===== config.mk =====
export PLATFORM = sky130hd
export DESIGN_NAME = sliding_window_minmax_normalizer
export DESIGN_NICKNAME = d
export VERILOG_FILES = /design/src/sv/swmn_pkg.sv /design/src/sv/sliding_window_minmax_normalizer.sv /design/src/sv/swmn_score_ram.sv /design/src/sv/swmn_divider.sv
export VERILOG_INCLUDE_DIRS = /design/src /design/src/sv
export SDC_FILE = /design/constraint.sdc
export NUM_CORES = 2
export LEC_CHECK = 0
export BUFFER_PORTS_ARGS = -buffer_cell sky130_fd_sc_hd__buf_4
export CORE_MARGIN = 4
export CORE_UTILIZATION = 49
export DETAILED_ROUTE_END_ITERATION = 16
export PLACE_DENSITY_LB_ADDON = 0.1
export SLEW_MARGIN = 0
export SYNTH_ARGS = -nofsm -noshare
export SYNTH_HDL_FRONTEND = slang
export SYNTH_SLANG_ARGS = --single-unit

===== constraint.sdc =====
create_clock -name clk -period 15.7 [get_ports clk]
set_clock_uncertainty 0.05 [all_clocks]
set_input_delay 0 -clock clk [delete_from_list [all_inputs] [get_ports clk]]
set_output_delay 0 -clock clk [all_outputs]
set_load 0.02 [all_outputs]

===== src/sv/assert_macros.svh =====
// assertion macros used by the top rtl file of the min/max normalizer
// no dependencies; assertions compile away when SYNTHESIS is defined
`ifndef ASSERT_MACROS_SVH
`define ASSERT_MACROS_SVH
`ifndef SYNTHESIS
// property that must hold at every clock edge outside reset
`define ASSERT_ALWAYS(lbl, clk, rst_n, expr) \
    lbl: assert property (@(posedge clk) disable iff (!rst_n) (expr)) \
        else $error("assertion failed: invariant");
// same-cycle implication
`define ASSERT_IMPL(lbl, clk, rst_n, ante, cons) \
    lbl: assert property (@(posedge clk) disable iff (!rst_n) (ante) |-> (cons)) \
        else $error("assertion failed: implication");
// next-cycle implication
`define ASSERT_NEXT(lbl, clk, rst_n, ante, cons) \
    lbl: assert property (@(posedge clk) disable iff (!rst_n) (ante) |=> (cons)) \
        else $error("assertion failed: next-cycle implication");
`else
`define ASSERT_ALWAYS(lbl, clk, rst_n, expr)
`define ASSERT_IMPL(lbl, clk, rst_n, ante, cons)
`define ASSERT_NEXT(lbl, clk, rst_n, ante, cons)
`endif
`endif


===== src/sv/swmn_pkg.sv =====
// shared constants, types and state codes of the min/max normalizer
// no dependencies
`default_nettype none
package swmn_pkg;

    localparam int MAX_WINDOW  = 64;
    localparam int SCORE_BITS  = 32;
    localparam int ADDR_BITS   = $clog2(MAX_WINDOW);
    localparam int CNT_BITS    = $clog2(MAX_WINDOW + 1);
    localparam int HEIGHT_BITS = 12;
    localparam int STEP_BITS   = $clog2(HEIGHT_BITS);
    localparam int ROW_BITS    = HEIGHT_BITS + 1;
    localparam int LEN_BITS    = 7;
    localparam int CFG_BITS    = 12;
    localparam int IDX_BITS    = 2;

    localparam logic [HEIGHT_BITS-1:0] MIN_HEIGHT = HEIGHT_BITS'(20);

    // register indexes
    localparam logic [IDX_BITS-1:0] REG_WINDOW_LEN    = IDX_BITS'(0);
    localparam logic [IDX_BITS-1:0] REG_TOP_MARGIN    = IDX_BITS'(1);
    localparam logic [IDX_BITS-1:0] REG_WIDGET_HEIGHT = IDX_BITS'(2);

    localparam logic [LEN_BITS-1:0]    RST_WINDOW_LEN    = LEN_BITS'(16);
    localparam logic [HEIGHT_BITS-1:0] RST_TOP_MARGIN    = HEIGHT_BITS'(10);
    localparam logic [HEIGHT_BITS-1:0] RST_WIDGET_HEIGHT = HEIGHT_BITS'(100);

    typedef enum logic [2:0] {
        ST_IDLE,
        ST_SCAN,
        ST_DRAIN,
        ST_CALC,
        ST_DIV,
        ST_DONE
    } state_t;

    // operands of the scaled quotient floor(d * h / r), rd = r - d
    typedef struct packed {
        logic [SCORE_BITS-1:0]  d;
        logic [SCORE_BITS-1:0]  rd;
        logic [SCORE_BITS-1:0]  r;
        logic [HEIGHT_BITS-1:0] h;
    } div_req_t;

endpackage
`default_nettype wire


===== src/sv/sliding_window_minmax_normalizer.sv =====
// Sliding-window min/max normalizer. Each accepted score word (unsigned
// Q24.8) is written into a 64-entry score memory, then the last
// min(scores seen, window_len) entries are read back one per cycle through
// the memory's single read port to find the window minimum and maximum.
// When max > min a serial divider computes floor((max - score) * height /
// (max - min)), a doubling step then an adding step per quotient bit, and
// the indicator row is top_margin plus that quotient; when max == min the
// row is top_margin + height / 2 and neutral is set. After acceptance an
// item passes through the scan, drain and calc states, then the divide
// state when max > min, and waits in the done state until the output
// register is free. Items are handled one at a time: in_stall is high from
// acceptance until the result is loaded into the output register, and a new
// score is taken while a finished result still waits there. The score
// memory needs no clearing pass, since only written entries are read.
// Configuration (window_len 0 acts as 1, above 64 acts as 64; widget_height
// below 20 acts as 20) must be written only while the block is idle; the
// block itself does not enforce this.
// depends on swmn_pkg, swmn_score_ram, swmn_divider, assert_macros.svh
`default_nettype none
`include "assert_macros.svh"
module sliding_window_minmax_normalizer (
    input  wire logic                            clk,
    input  wire logic                            rst_n,
    // configuration write port
    input  wire logic                            cfg_write,
    input  wire logic [swmn_pkg::IDX_BITS-1:0]   cfg_index,
    input  wire logic [swmn_pkg::CFG_BITS-1:0]   cfg_data,
    // input word channel
    input  wire logic                            in_valid,
    output logic                                 in_stall,
    input  wire logic [swmn_pkg::SCORE_BITS-1:0] score,
    // output word channel
    output logic                                 out_valid,
    input  wire logic                            out_stall,
    output logic      [swmn_pkg::SCORE_BITS-1:0] window_min,
    output logic      [swmn_pkg::SCORE_BITS-1:0] window_max,
    output logic      [swmn_pkg::ROW_BITS-1:0]   indicator_row,
    output logic                                 neutral
);

    localparam int SB = swmn_pkg::SCORE_BITS;
    localparam int AB = swmn_pkg::ADDR_BITS;
    localparam int CB = swmn_pkg::CNT_BITS;
    localparam int HB = swmn_pkg::HEIGHT_BITS;
    localparam int RB = swmn_pkg::ROW_BITS;
    localparam int LB = swmn_pkg::LEN_BITS;

    // configuration registers
    logic [LB-1:0] len_reg;
    logic [HB-1:0] margin_reg;
    logic [HB-1:0] height_reg;

    // control state
    swmn_pkg::state_t state_reg, state_next;
    logic [AB-1:0]    slot_reg;
    logic [CB-1:0]    fill_reg;
    logic [CB-1:0]    fill_next;
    logic [CB-1:0]    cnt_reg;
    logic [CB-1:0]    cnt_next;
    logic [CB-1:0]    k_reg;
    logic             rd_pend_reg;
    logic             out_valid_reg;

    // item datapath
    logic [SB-1:0] cur_reg;
    logic [SB-1:0] min_reg;
    logic [SB-1:0] max_reg;
    logic [HB-1:0] h_reg;
    logic [RB-1:0] row_reg;
    logic          neu_reg;

    // output word register
    logic [SB-1:0] out_min_reg;
    logic [SB-1:0] out_max_reg;
    logic [RB-1:0] out_row_reg;
    logic          out_neu_reg;

    // strobes from the sequencer
    logic in_fire;
    logic out_free;
    logic scan_issue;
    logic div_start;
    logic out_load;

    logic [CB-1:0]      len_eff;
    logic [AB-1:0]      rd_addr;
    logic [SB-1:0]      rd_data;
    swmn_pkg::div_req_t div_req;
    logic               div_done;
    logic [HB-1:0]      div_quot;

    assign in_fire  = in_valid && !in_stall;
    assign out_free = !out_valid_reg || !out_stall;

    // effective window length clamped to 1..MAX_WINDOW
    always_comb
    begin
        if (len_reg == '0)
        begin
            len_eff = CB'(1);
        end
        else if (CB'(len_reg) > CB'(swmn_pkg::MAX_WINDOW))
        begin
            len_eff = CB'(swmn_pkg::MAX_WINDOW);
        end
        else
        begin
            len_eff = CB'(len_reg);
        end
    end

    // fill count saturates at the store depth; scan count is min(fill, len)
    assign fill_next = (fill_reg < CB'(swmn_pkg::MAX_WINDOW)) ? fill_reg + 1'b1 : fill_reg;
    assign cnt_next  = (fill_next < len_eff) ? fill_next : len_eff;

    // slot_reg already points past the newest score, so entry k back is slot - k
    assign rd_addr = slot_reg - k_reg[AB-1:0];

    // range below the top (max - cur), full range and cur - min for the divider
    assign div_req.d  = max_reg - cur_reg;
    assign div_req.rd = cur_reg - min_reg;
    assign div_req.r  = max_reg - min_reg;
    assign div_req.h  = h_reg;

    // ------------------------------------------------------------------
    // configuration
    // ------------------------------------------------------------------
    always_ff @(posedge clk or negedge rst_n)
    begin
        if (!rst_n)
        begin
            len_reg    <= swmn_pkg::RST_WINDOW_LEN;
            margin_reg <= swmn_pkg::RST_TOP_MARGIN;
            height_reg <= swmn_pkg::RST_WIDGET_HEIGHT;
        end
        else if (cfg_write)
        begin
            case (cfg_index)
                swmn_pkg::REG_WINDOW_LEN:    len_reg    <= cfg_data[LB-1:0];
                swmn_pkg::REG_TOP_MARGIN:    margin_reg <= cfg_data[HB-1:0];
                swmn_pkg::REG_WIDGET_HEIGHT: height_reg <= cfg_data[HB-1:0];
                default:                     ;  // unknown index, write dropped
            endcase
        end
    end

    // ------------------------------------------------------------------
    // sequencer
    // ------------------------------------------------------------------
    always_ff @(posedge clk or negedge rst_n)
    begin
        if (!rst_n)
        begin
            state_reg <= swmn_pkg::ST_IDLE;
        end
        else
        begin
            state_reg <= state_next;
        end
    end

    always_comb
    begin
        state_next = state_reg;
        in_stall   = 1'b1;
        scan_issue = 1'b0;
        div_start  = 1'b0;
        out_load   = 1'b0;
        case (state_reg)
            swmn_pkg::ST_IDLE:
            begin
                in_stall = 1'b0;
                if (in_valid)
                begin
                    state_next = swmn_pkg::ST_SCAN;
                end
            end
            swmn_pkg::ST_SCAN:
            begin
                // one memory read per cycle, newest entry first
                scan_issue = 1'b1;
                if (k_reg == cnt_reg)
                begin
                    state_next = swmn_pkg::ST_DRAIN;
                end
            end
            swmn_pkg::ST_DRAIN:
            begin
                // last read data is folded in at this edge
                state_next = swmn_pkg::ST_CALC;
            end
            swmn_pkg::ST_CALC:
            begin
                if (max_reg > min_reg)
                begin
                    div_start  = 1'b1;
                    state_next = swmn_pkg::ST_DIV;
                end
                else
                begin
                    state_next = swmn_pkg::ST_DONE;
                end
            end
            swmn_pkg::ST_DIV:
            begin
                if (div_done)
                begin
                    state_next = swmn_pkg::ST_DONE;
                end
            end
            swmn_pkg::ST_DONE:
            begin
                if (out_free)
                begin
                    out_load   = 1'b1;
                    state_next = swmn_pkg::ST_IDLE;
                end
            end
            default:
            begin
                state_next = swmn_pkg::ST_IDLE;
            end
        endcase
    end

    // control counters and flags
    always_ff @(posedge clk or negedge rst_n)
    begin
        if (!rst_n)
        begin
            slot_reg      <= '0;
            fill_reg      <= '0;
            cnt_reg       <= '0;
            k_reg         <= '0;
            rd_pend_reg   <= 1'b0;
            out_valid_reg <= 1'b0;
        end
        else
        begin
            rd_pend_reg <= scan_issue;
            if (in_fire)
            begin
                slot_reg <= slot_reg + 1'b1;
                fill_reg <= fill_next;
                cnt_reg  <= cnt_next;
                k_reg    <= CB'(1);
            end
            else if (scan_issue)
            begin
                k_reg <= k_reg + 1'b1;
            end
            if (out_load)
            begin
                out_valid_reg <= 1'b1;
            end
            else if (!out_stall)
            begin
                out_valid_reg <= 1'b0;
            end
        end
    end

    // item datapath
    always_ff @(posedge clk)
    begin
        if (in_fire)
        begin
            cur_reg <= score;
            min_reg <= score;
            max_reg <= score;
            h_reg   <= (height_reg < swmn_pkg::MIN_HEIGHT) ? swmn_pkg::MIN_HEIGHT
                                                           : height_reg;
        end
        else if (rd_pend_reg)
        begin
            if (rd_data < min_reg)
            begin
                min_reg <= rd_data;
            end
            if (rd_data > max_reg)
            begin
                max_reg <= rd_data;
            end
        end

        if (state_reg == swmn_pkg::ST_CALC && !(max_reg > min_reg))
        begin
            // flat window: middle row
            row_reg <= {1'b0, margin_reg} + RB'(h_reg >> 1);
            neu_reg <= 1'b1;
        end
        else if (state_reg == swmn_pkg::ST_DIV && div_done)
        begin
            row_reg <= {1'b0, margin_reg} + {1'b0, div_quot};
            neu_reg <= 1'b0;
        end

        if (out_load)
        begin
            out_min_reg <= min_reg;
            out_max_reg <= max_reg;
            out_row_reg <= row_reg;
            out_neu_reg <= neu_reg;
        end
    end

    // ------------------------------------------------------------------
    // score memory and divider
    // ------------------------------------------------------------------
    swmn_score_ram u_ram (
        .clk   (clk),
        .we    (in_fire),
        .waddr (slot_reg),
        .wdata (score),
        .re    (scan_issue),
        .raddr (rd_addr),
        .rdata (rd_data)
    );

    swmn_divider u_div (
        .clk   (clk),
        .rst_n (rst_n),
        .start (div_start),
        .req   (div_req),
        .done  (div_done),
        .quot  (div_quot)
    );

    assign out_valid     = out_valid_reg;
    assign window_min    = out_min_reg;
    assign window_max    = out_max_reg;
    assign indicator_row = out_row_reg;
    assign neutral       = out_neu_reg;

    // ------------------------------------------------------------------
    // assertions
    // ------------------------------------------------------------------
    // a finished result always lands in the output register
    `ASSERT_NEXT(a_load_sets_valid, clk, rst_n, out_load, out_valid_reg)
    // no memory read is in flight once the sequencer is back to idle
    `ASSERT_IMPL(a_idle_no_read, clk, rst_n, state_reg == swmn_pkg::ST_IDLE, !rd_pend_reg)
    // when the divide starts the newest score lies inside the window range
    `ASSERT_IMPL(a_cur_in_range, clk, rst_n, div_start, min_reg <= cur_reg && cur_reg <= max_reg)
    // the scaled quotient never exceeds the widget height
    `ASSERT_IMPL(a_quot_bound, clk, rst_n, div_done, div_quot <= h_reg)

endmodule
`default_nettype wire


===== src/sv/swmn_score_ram.sv =====
// score store: one write port, one read port, registered read data
// depends on swmn_pkg
`default_nettype none
module swmn_score_ram (
    input  wire logic                            clk,
    input  wire logic                            we,
    input  wire logic [swmn_pkg::ADDR_BITS-1:0]  waddr,
    input  wire logic [swmn_pkg::SCORE_BITS-1:0] wdata,
    input  wire logic                            re,
    input  wire logic [swmn_pkg::ADDR_BITS-1:0]  raddr,
    output logic      [swmn_pkg::SCORE_BITS-1:0] rdata
);

    logic [swmn_pkg::SCORE_BITS-1:0] mem [swmn_pkg::MAX_WINDOW];

    always_ff @(posedge clk)
    begin
        if (we)
        begin
            mem[waddr] <= wdata;
        end
    end

    always_ff @(posedge clk)
    begin
        if (re)
        begin
            rdata <= mem[raddr];
        end
    end

endmodule
`default_nettype wire


===== src/sv/swmn_divider.sv =====
// serial scaled quotient floor(d * h / r), one half-step per cycle
// depends on swmn_pkg
`default_nettype none
module swmn_divider (
    input  wire logic                             clk,
    input  wire logic                             rst_n,
    input  wire logic                             start,
    input  wire swmn_pkg::div_req_t               req,
    output logic                                  done,
    output logic      [swmn_pkg::HEIGHT_BITS-1:0] quot
);

    localparam int SB = swmn_pkg::SCORE_BITS;
    localparam int HB = swmn_pkg::HEIGHT_BITS;

    swmn_pkg::div_req_t              req_reg;
    logic                            busy_reg;
    logic                            phase_reg;
    logic [swmn_pkg::STEP_BITS-1:0]  step_reg;
    logic [SB-1:0]                   rem_reg;
    logic [HB-1:0]                   quot_reg;
    logic                            done_reg;

    logic [SB+1:0] dbl_diff;
    logic [SB:0]   add_diff;

    // doubling: 2*rem - r, sign tells whether 2*rem >= r
    assign dbl_diff = {1'b0, rem_reg, 1'b0} - {2'b00, req_reg.r};
    // adding d: rem - (r - d), sign tells whether rem + d >= r
    assign add_diff = {1'b0, rem_reg} - {1'b0, req_reg.rd};

    always_ff @(posedge clk or negedge rst_n)
    begin
        if (!rst_n)
        begin
            busy_reg  <= 1'b0;
            phase_reg <= 1'b0;
            step_reg  <= '0;
            done_reg  <= 1'b0;
        end
        else
        begin
            done_reg <= 1'b0;
            if (start)
            begin
                busy_reg  <= 1'b1;
                phase_reg <= 1'b0;
                step_reg  <= swmn_pkg::STEP_BITS'(HB - 1);
            end
            else if (busy_reg)
            begin
                phase_reg <= ~phase_reg;
                if (phase_reg)
                begin
                    if (step_reg == '0)
                    begin
                        busy_reg <= 1'b0;
                        done_reg <= 1'b1;
                    end
                    else
                    begin
                        step_reg <= step_reg - 1'b1;
                    end
                end
            end
        end
    end

    always_ff @(posedge clk)
    begin
        if (start)
        begin
            req_reg  <= req;
            rem_reg  <= '0;
            quot_reg <= '0;
        end
        else if (busy_reg)
        begin
            if (!phase_reg)
            begin
                if (!dbl_diff[SB+1])
                begin
                    rem_reg  <= dbl_diff[SB-1:0];
                    quot_reg <= {quot_reg[HB-2:0], 1'b1};
                end
                else
                begin
                    rem_reg  <= {rem_reg[SB-2:0], 1'b0};
                    quot_reg <= {quot_reg[HB-2:0], 1'b0};
                end
            end
            else if (req_reg.h[step_reg])
            begin
                if (!add_diff[SB])
                begin
                    rem_reg  <= add_diff[SB-1:0];
                    quot_reg <= quot_reg + 1'b1;
                end
                else
                begin
                    rem_reg <= rem_reg + req_reg.d;
                end
            end
        end
    end

    assign done = done_reg;
    assign quot = quot_reg;

endmodule
`default_nettype wire


; Word level (Yosys, flattened, before mapping)
; Memories as Yosys holds them, arrays and structs flattened. A register that Yosys moved wholly into a read port is not among the register bits.
; Cells that the tools add are included.
[op_classes]
addsub = 14
multipliers = 0
div = 0
magnitude_cmp = 8
n_eq_ne = 16
shifts = 0
muxes = 54
bitwise_logic = 1
reduce_logical = 27
[op_table]
columns = cell, count
row1 = $mux W32, 10
row2 = $sub A32 B32 Y32, 3
row3 = $gt A32 B32 Y1, 2
row4 = $mux W7, 6
row5 = $mux W12, 3
row6 = $sub A33 B32 Y34, 1
row7 = $sub A32 B32 Y33, 1
row8 = $add A32 B32 Y32, 1
row9 = $lt A32 B32 Y1, 1
row10 = $mux W13, 2
row11 = $mux W1, 23
row12 = $pmux W3 S6, 1
row13 = $mux W4, 4
row14 = $add A7 B1 Y7 const B, 2
row15 = $reduce_bool A2 Y1, 7
row16 = $add A12 B11 Y13, 1
row17 = $add A12 B12 Y13, 1
row18 = $add A12 B1 Y12 const B, 1
row19 = $lt A12 B5 Y1 const B, 1
row20 = $mux W3, 4
row21 = $ne A2 B2 Y1 const B, 6
row22 = $reduce_and A2 Y1, 6
row23 = $eq A7 B7 Y1, 1
row24 = $gt A7 B7 Y1 const B, 1
row25 = 23 further kinds, 31
[word_totals]
reg_bits = 422
latchBits = 0
mem_bits_rw = 2048
romBits = 0
input_bits = 51
out_inout_bits = 80
word_cells = 151
memories = 1
[mem_list]
columns = memory, words, width, read_ports, rd_ports_with_merged_regs, wr, line
row1 = u_ram.mem, 64, 32, 1, 1, 1, swmn_score_ram.sv:14  ; logic [swmn_pkg::SCORE_BITS-1:0] mem [swmn_pkg::MAX_WINDOW];

; Logic depth before layout (Yosys ltp)
[depth]
depth_word = 5
mapped_depth = 24
mapped_depth_nobuf = 24

; Hierarchy
; From an unflattened synthesis, not the netlist that was laid out.
[unflattened]
cells_unflattened = 6138
area_unflattened_um2 = 106727.4
[by_module_without_submodules]
columns = mod, n_inst, cells_each, area_each_um2, seq_area_each_um2
row1 = swmn_score_ram, 1, 3324, 78835.6, 62459.9
row2 = sliding_window_minmax_normalizer, 1, 1614, 16779.8, 7579.8
row3 = swmn_divider, 1, 1200, 11111.9, 4299.1

; Least setup slack after synthesis
; No wires, ideal clock.
[synth_path]
path_kind = register to register
startpoint = register min_reg[0]
endpoint = register u_div.req_reg[0] (netlist bit), enable pin
setup_ps = 514
arrival_ps = 5355
required_ps = 15136
setup_slack_ps = 9781
stages_incl_launch_ff = 11
path_buffers = 1
period_less_slack_ps = 5919
path_cell_list = edfxtp_1 -> ha_1 -> fa_1 -> nand2b_1 -> a211oi_1 -> o211ai_1 -> nand3_1 -> a21bo_2 -> a41oi_2 -> inv_2 -> buf_1
[synth_via]
elab_chain_len = 3
[synth_rtl]
columns = item, line
row1 = from (decl), sliding_window_minmax_normalizer.sv:66  ; logic [SB-1:0] min_reg;
row2 = from (signal assigned), sliding_window_minmax_normalizer.sv:269  ; min_reg <= score;
row3 = from (signal assigned), sliding_window_minmax_normalizer.sv:278  ; min_reg <= rd_data;
row4 = $gt A32 B32 Y1, sliding_window_minmax_normalizer.sv:194  ; if (max_reg > min_reg)
row5 = $mux W1, sliding_window_minmax_normalizer.sv:194
row6 = $mux W1, sliding_window_minmax_normalizer.sv:169  ; case (state_reg)
row7 = net div_start, sliding_window_minmax_normalizer.sv:82  ; logic div_start;
row8 = to (signal assigned), swmn_divider.sv:73  ; req_reg <= req;
row9 = to (decl), swmn_divider.sv:16  ; swmn_pkg::div_req_t req_reg;
; The timed path passes the listed nets, and every way through them passes these cells.
; A chain may end at the register's enable or synchronous reset.

; Worst setup path in the final report
[layout_path]
startpoint = register slot_reg[0]
endpoint = register u_ram.rdata[25] (netlist bit), read port of u_ram.mem, data pin
[layout_via]
elab_chain_len = 1
[layout_rtl]
columns = item, line
row1 = from (decl), sliding_window_minmax_normalizer.sv:55  ; logic [AB-1:0] slot_reg;
row2 = from (signal assigned), sliding_window_minmax_normalizer.sv:243  ; slot_reg <= slot_reg + 1'b1;
row3 = $sub A6 B6 Y6, sliding_window_minmax_normalizer.sv:117  ; assign rd_addr = slot_reg - k_reg[AB-1:0];
row4 = to (decl), swmn_score_ram.sv:11  ; output logic [swmn_pkg::SCORE_BITS-1:0] rdata
; Every way passes these cells.

==> metrics.cfg <==
[sta]
max_freq_mhz = 146
period_share_pct = 43.6
setup_viol = 0
tightestPinTransition_ps = 1130
tns_ps = 0
fin_ws_ps = 8860
hold_violations = 0
fin_crit_ps = 6840
report.final.slew_viol_count = 0
relSlewSlack_pct = 24.1
rsz0062_at_grt = false

[power]
p_sw_w = 0.0107
seqPwrFrac_pct = 29.3
power.internal_w = 0.0182
ir_drop_mv = 0.398
combPwrFrac_pct = 49.2
p_per_area_nw_per_um2 = 239
swShare_pct = 37.1
p_leak_nw = 40.9
clkPwrFrac_pct = 21.6

[clock_network]
cts_setup_buffers = 0
cts-root-buf = clkbuf_16
ctsHoldBuffers = 69
cts_sinks = 2502
cts_tree = yes
cts_max_level = 5
cts-resized-gates = 0
cts-buffers-inserted = 280
clock_latency_ps = 930
clockBufferDepth = 4
clkTransAtPathRegs_ps = 60

[drt]
wl_per_cell_um = 29.2
drt-total-wl_um = 271000
drc = 0
vias_per_cell = 6.05
num_vias = 56000
first_pass_iters = 6
ant_nets = 0
drt_iter0_drc = 5282

[worst_setup_path]
crit_path_top_delay_cell = fa_4
cp-start-kind = flip-flop
path_class = reg -> reg
cpMostUsedCell = buf_4
crit_fanout = 56
worstPathCellList = inv_1, ha_4, inv_1, fa_4, buf_4, buf_4, buf_4, buf_4, mux4_2, mux4_2, mux2i_1, a21oi_1
critPathArrivalTime_ps = 7430
required_ps = 16280
critical_path.endpoint_type = flip-flop
cp-startpoint = slot_reg[0]
r2r_start = slot_reg[0]
critPathMaxStageDelay_ps = 1140

[place]
dp_slack_ps = 8880
placement.io_buffers = 130
placed_area_um2 = 111000
gp_congestion = 0.889
hpwl_um = 162000

[synth]
yosys_warnings = 0
ys_seq_elements = 2502
syn-cell-area_um2 = 106000
synth_edf_count = 2387
ys_seq_area_share_pct = 69.9
synthDistinctLibCells = 85
async_flop_share_pct = 2.80
yosys_most_used_dff = edfxtp_1
yosysTopAreaCellShare_pct = 67.4
synth_top_area_cell = edfxtp_1
syn_area_per_cell_um2 = 18.2
syn_nets = 6196
synthCells = 5856
synth.area.top_cells = edfxtp_1 (67%), mux4_2 (14%), ha_1 (3.3%)

[floorplan]
die_w_um = 474
die_y_um = 474
core_area_um2 = 215000
die-area_um2 = 225000
ios = 131
start_util_pct = 49.4
core.rowCount = 170

[run]
drv_cap = 0

[finish]
fin_nets = 6558
fillers = 16500
largest_register_ffs = 2048
area_growth_syn_to_layout_pct = 13.6
multi_input_area_um2 = 30800
regArea_um2 = 74300
fin_area_um2 = 121000
drive_gt1_share_pct = 22.1

[min_path]
hp-start = in_valid
min_path_type = in -> reg

[run_status]
status = finished clean

[grt]
antenna_found_initial = 11
grt_max_degree = 84
grt_pass1_vias = 57200
grt_usage_pct = 24.3
overflow = 0
grt_pass1_wl_um = 396000

-- cell usage after synthesis (70+ instances only) --
cell / number
nand2_1: 284
edfxtp_1: 2387
xor2_1: 70
a21oi_1: 249
a21o_1: 108
inv_1: 223
xnor2_1: 135
mux4_2: 643
o21ai_0: 124
nor2_1: 248
clkbuf_1: 143
ha_1: 281
-- power groups by stage --
stage | sequential, W | combinational [W] | clock [W]
6_report | 0.00846 | 0.0142 | 0.00624
5_1_grt | 0.00850 | 0.0153 | 0.00668
4_1_cts | 0.00846 | 0.0144 | 0.00638
3_5_place_dp | 0.00860 | 0.0143 | 0
3_3_place_gp | 0.00858 | 0.0143 | 0
2_1_floorplan | 0.00842 | 0.0101 | 0
-- cells by family (layout without fill, tap and decap cells) --
family	after synthesis	count (layout)	share of synthesized area [%]
AND/OR/NAND/NOR	865	865	3.78
multiplexers	738	738	14.6
buffers and inverters	463	1018	1.69
adder cells (fa/ha/maj)	289	289	3.46
flip-flops	2502	2502	69.9
AO/OA/AOI/OAI	794	794	4.91
other	0	7	0
XOR/XNOR	205	205	1.69
-- cells in the final DEF, fill, tap and decap left out, types with 64 or more instances in the layout --
master / netlist / final
inv_1: 223 / 222
edfxtp_1: 2387 / 2387
dfrtp_1: 64 / 64
a21oi_1: 249 / 249
mux4_2: 643 / 643
ha_1: 281 / 280
xor2_1: 70 / 69
xnor2_1: 135 / 132
clkinv_1: 0 / 65
nor2_4: 0 / 64
nand2_1: 284 / 283
clkbuf_16: 0 / 288
buf_4: 0 / 245
nor2_1: 248 / 184
dlygate4sd3_1: 0 / 69
o21ai_0: 124 / 123
a21o_1: 108 / 108
-- layer usage --
| layer | share of wire, % | track usage [%] | routed length, µm | vias up |
|---|---|---|---|---|
| met1 | 42 | 33.9 | 114000 | 29500 |
| met3 | 5.6 | 3.27 | 15200 | 371 |
| met2 | 50 | 40.7 | 135000 | 1797 |
| li1 | - | - | - | 24300 |
| met4 | 2.4 | 6.32 | 6510 | 0 |
| met5 | 0 | 0 | 0 | - |
-- worst max-delay path, delay by kind of cell (launching register included) --
family,cells,cell delay [ps]
fa+ha+maj,2,1290
compound gates,1,150
flops,1,430
mux,3,1470
buf+inv,6,3020
-- final timing paths --
kind,slack [ps],cells past startpoint,end
max,8860,12,u_ram.rdata[25]
max reg2reg,8860,12,u_ram.rdata[25]
max in group asynchronous,14170,4,margin_reg[10]
min in group asynchronous,170,3,u_div.step_reg[1]
min,130,5,k_reg[0]
min reg2reg,360,0,indicator_row[11]
-- through the flow --
stage / hold slack, ps / std cells / power (W) / util [%]
2_1_floorplan: -346 / 5856 / 0.0186 / -
3_3_place_gp: -177 / 8705 / 0.0228 / 51.8
3_5_place_dp: -174 / 8705 / 0.0229 / 51.8
4_1_cts: 57.4 / 9249 / 0.0292 / 56.1
5_1_grt: 86.5 / 9253 / 0.0305 / 56.1
6_report: 125 / 9256 / 0.0289 / 56.1
-- area by class of cell --
type / instances / area share (%)
multi-input combinational: 2891 / 25.5
inverter: 225 / 0.705
timing repair buffer: 318 / 2.16
sequential: 2502 / 61.5
clock inverter: 136 / 0.993
clock buffer: 339 / 6.15
tap: 2838 / 2.94
antenna: 7 / 0.0145
(Power assumes the default switching activity.)
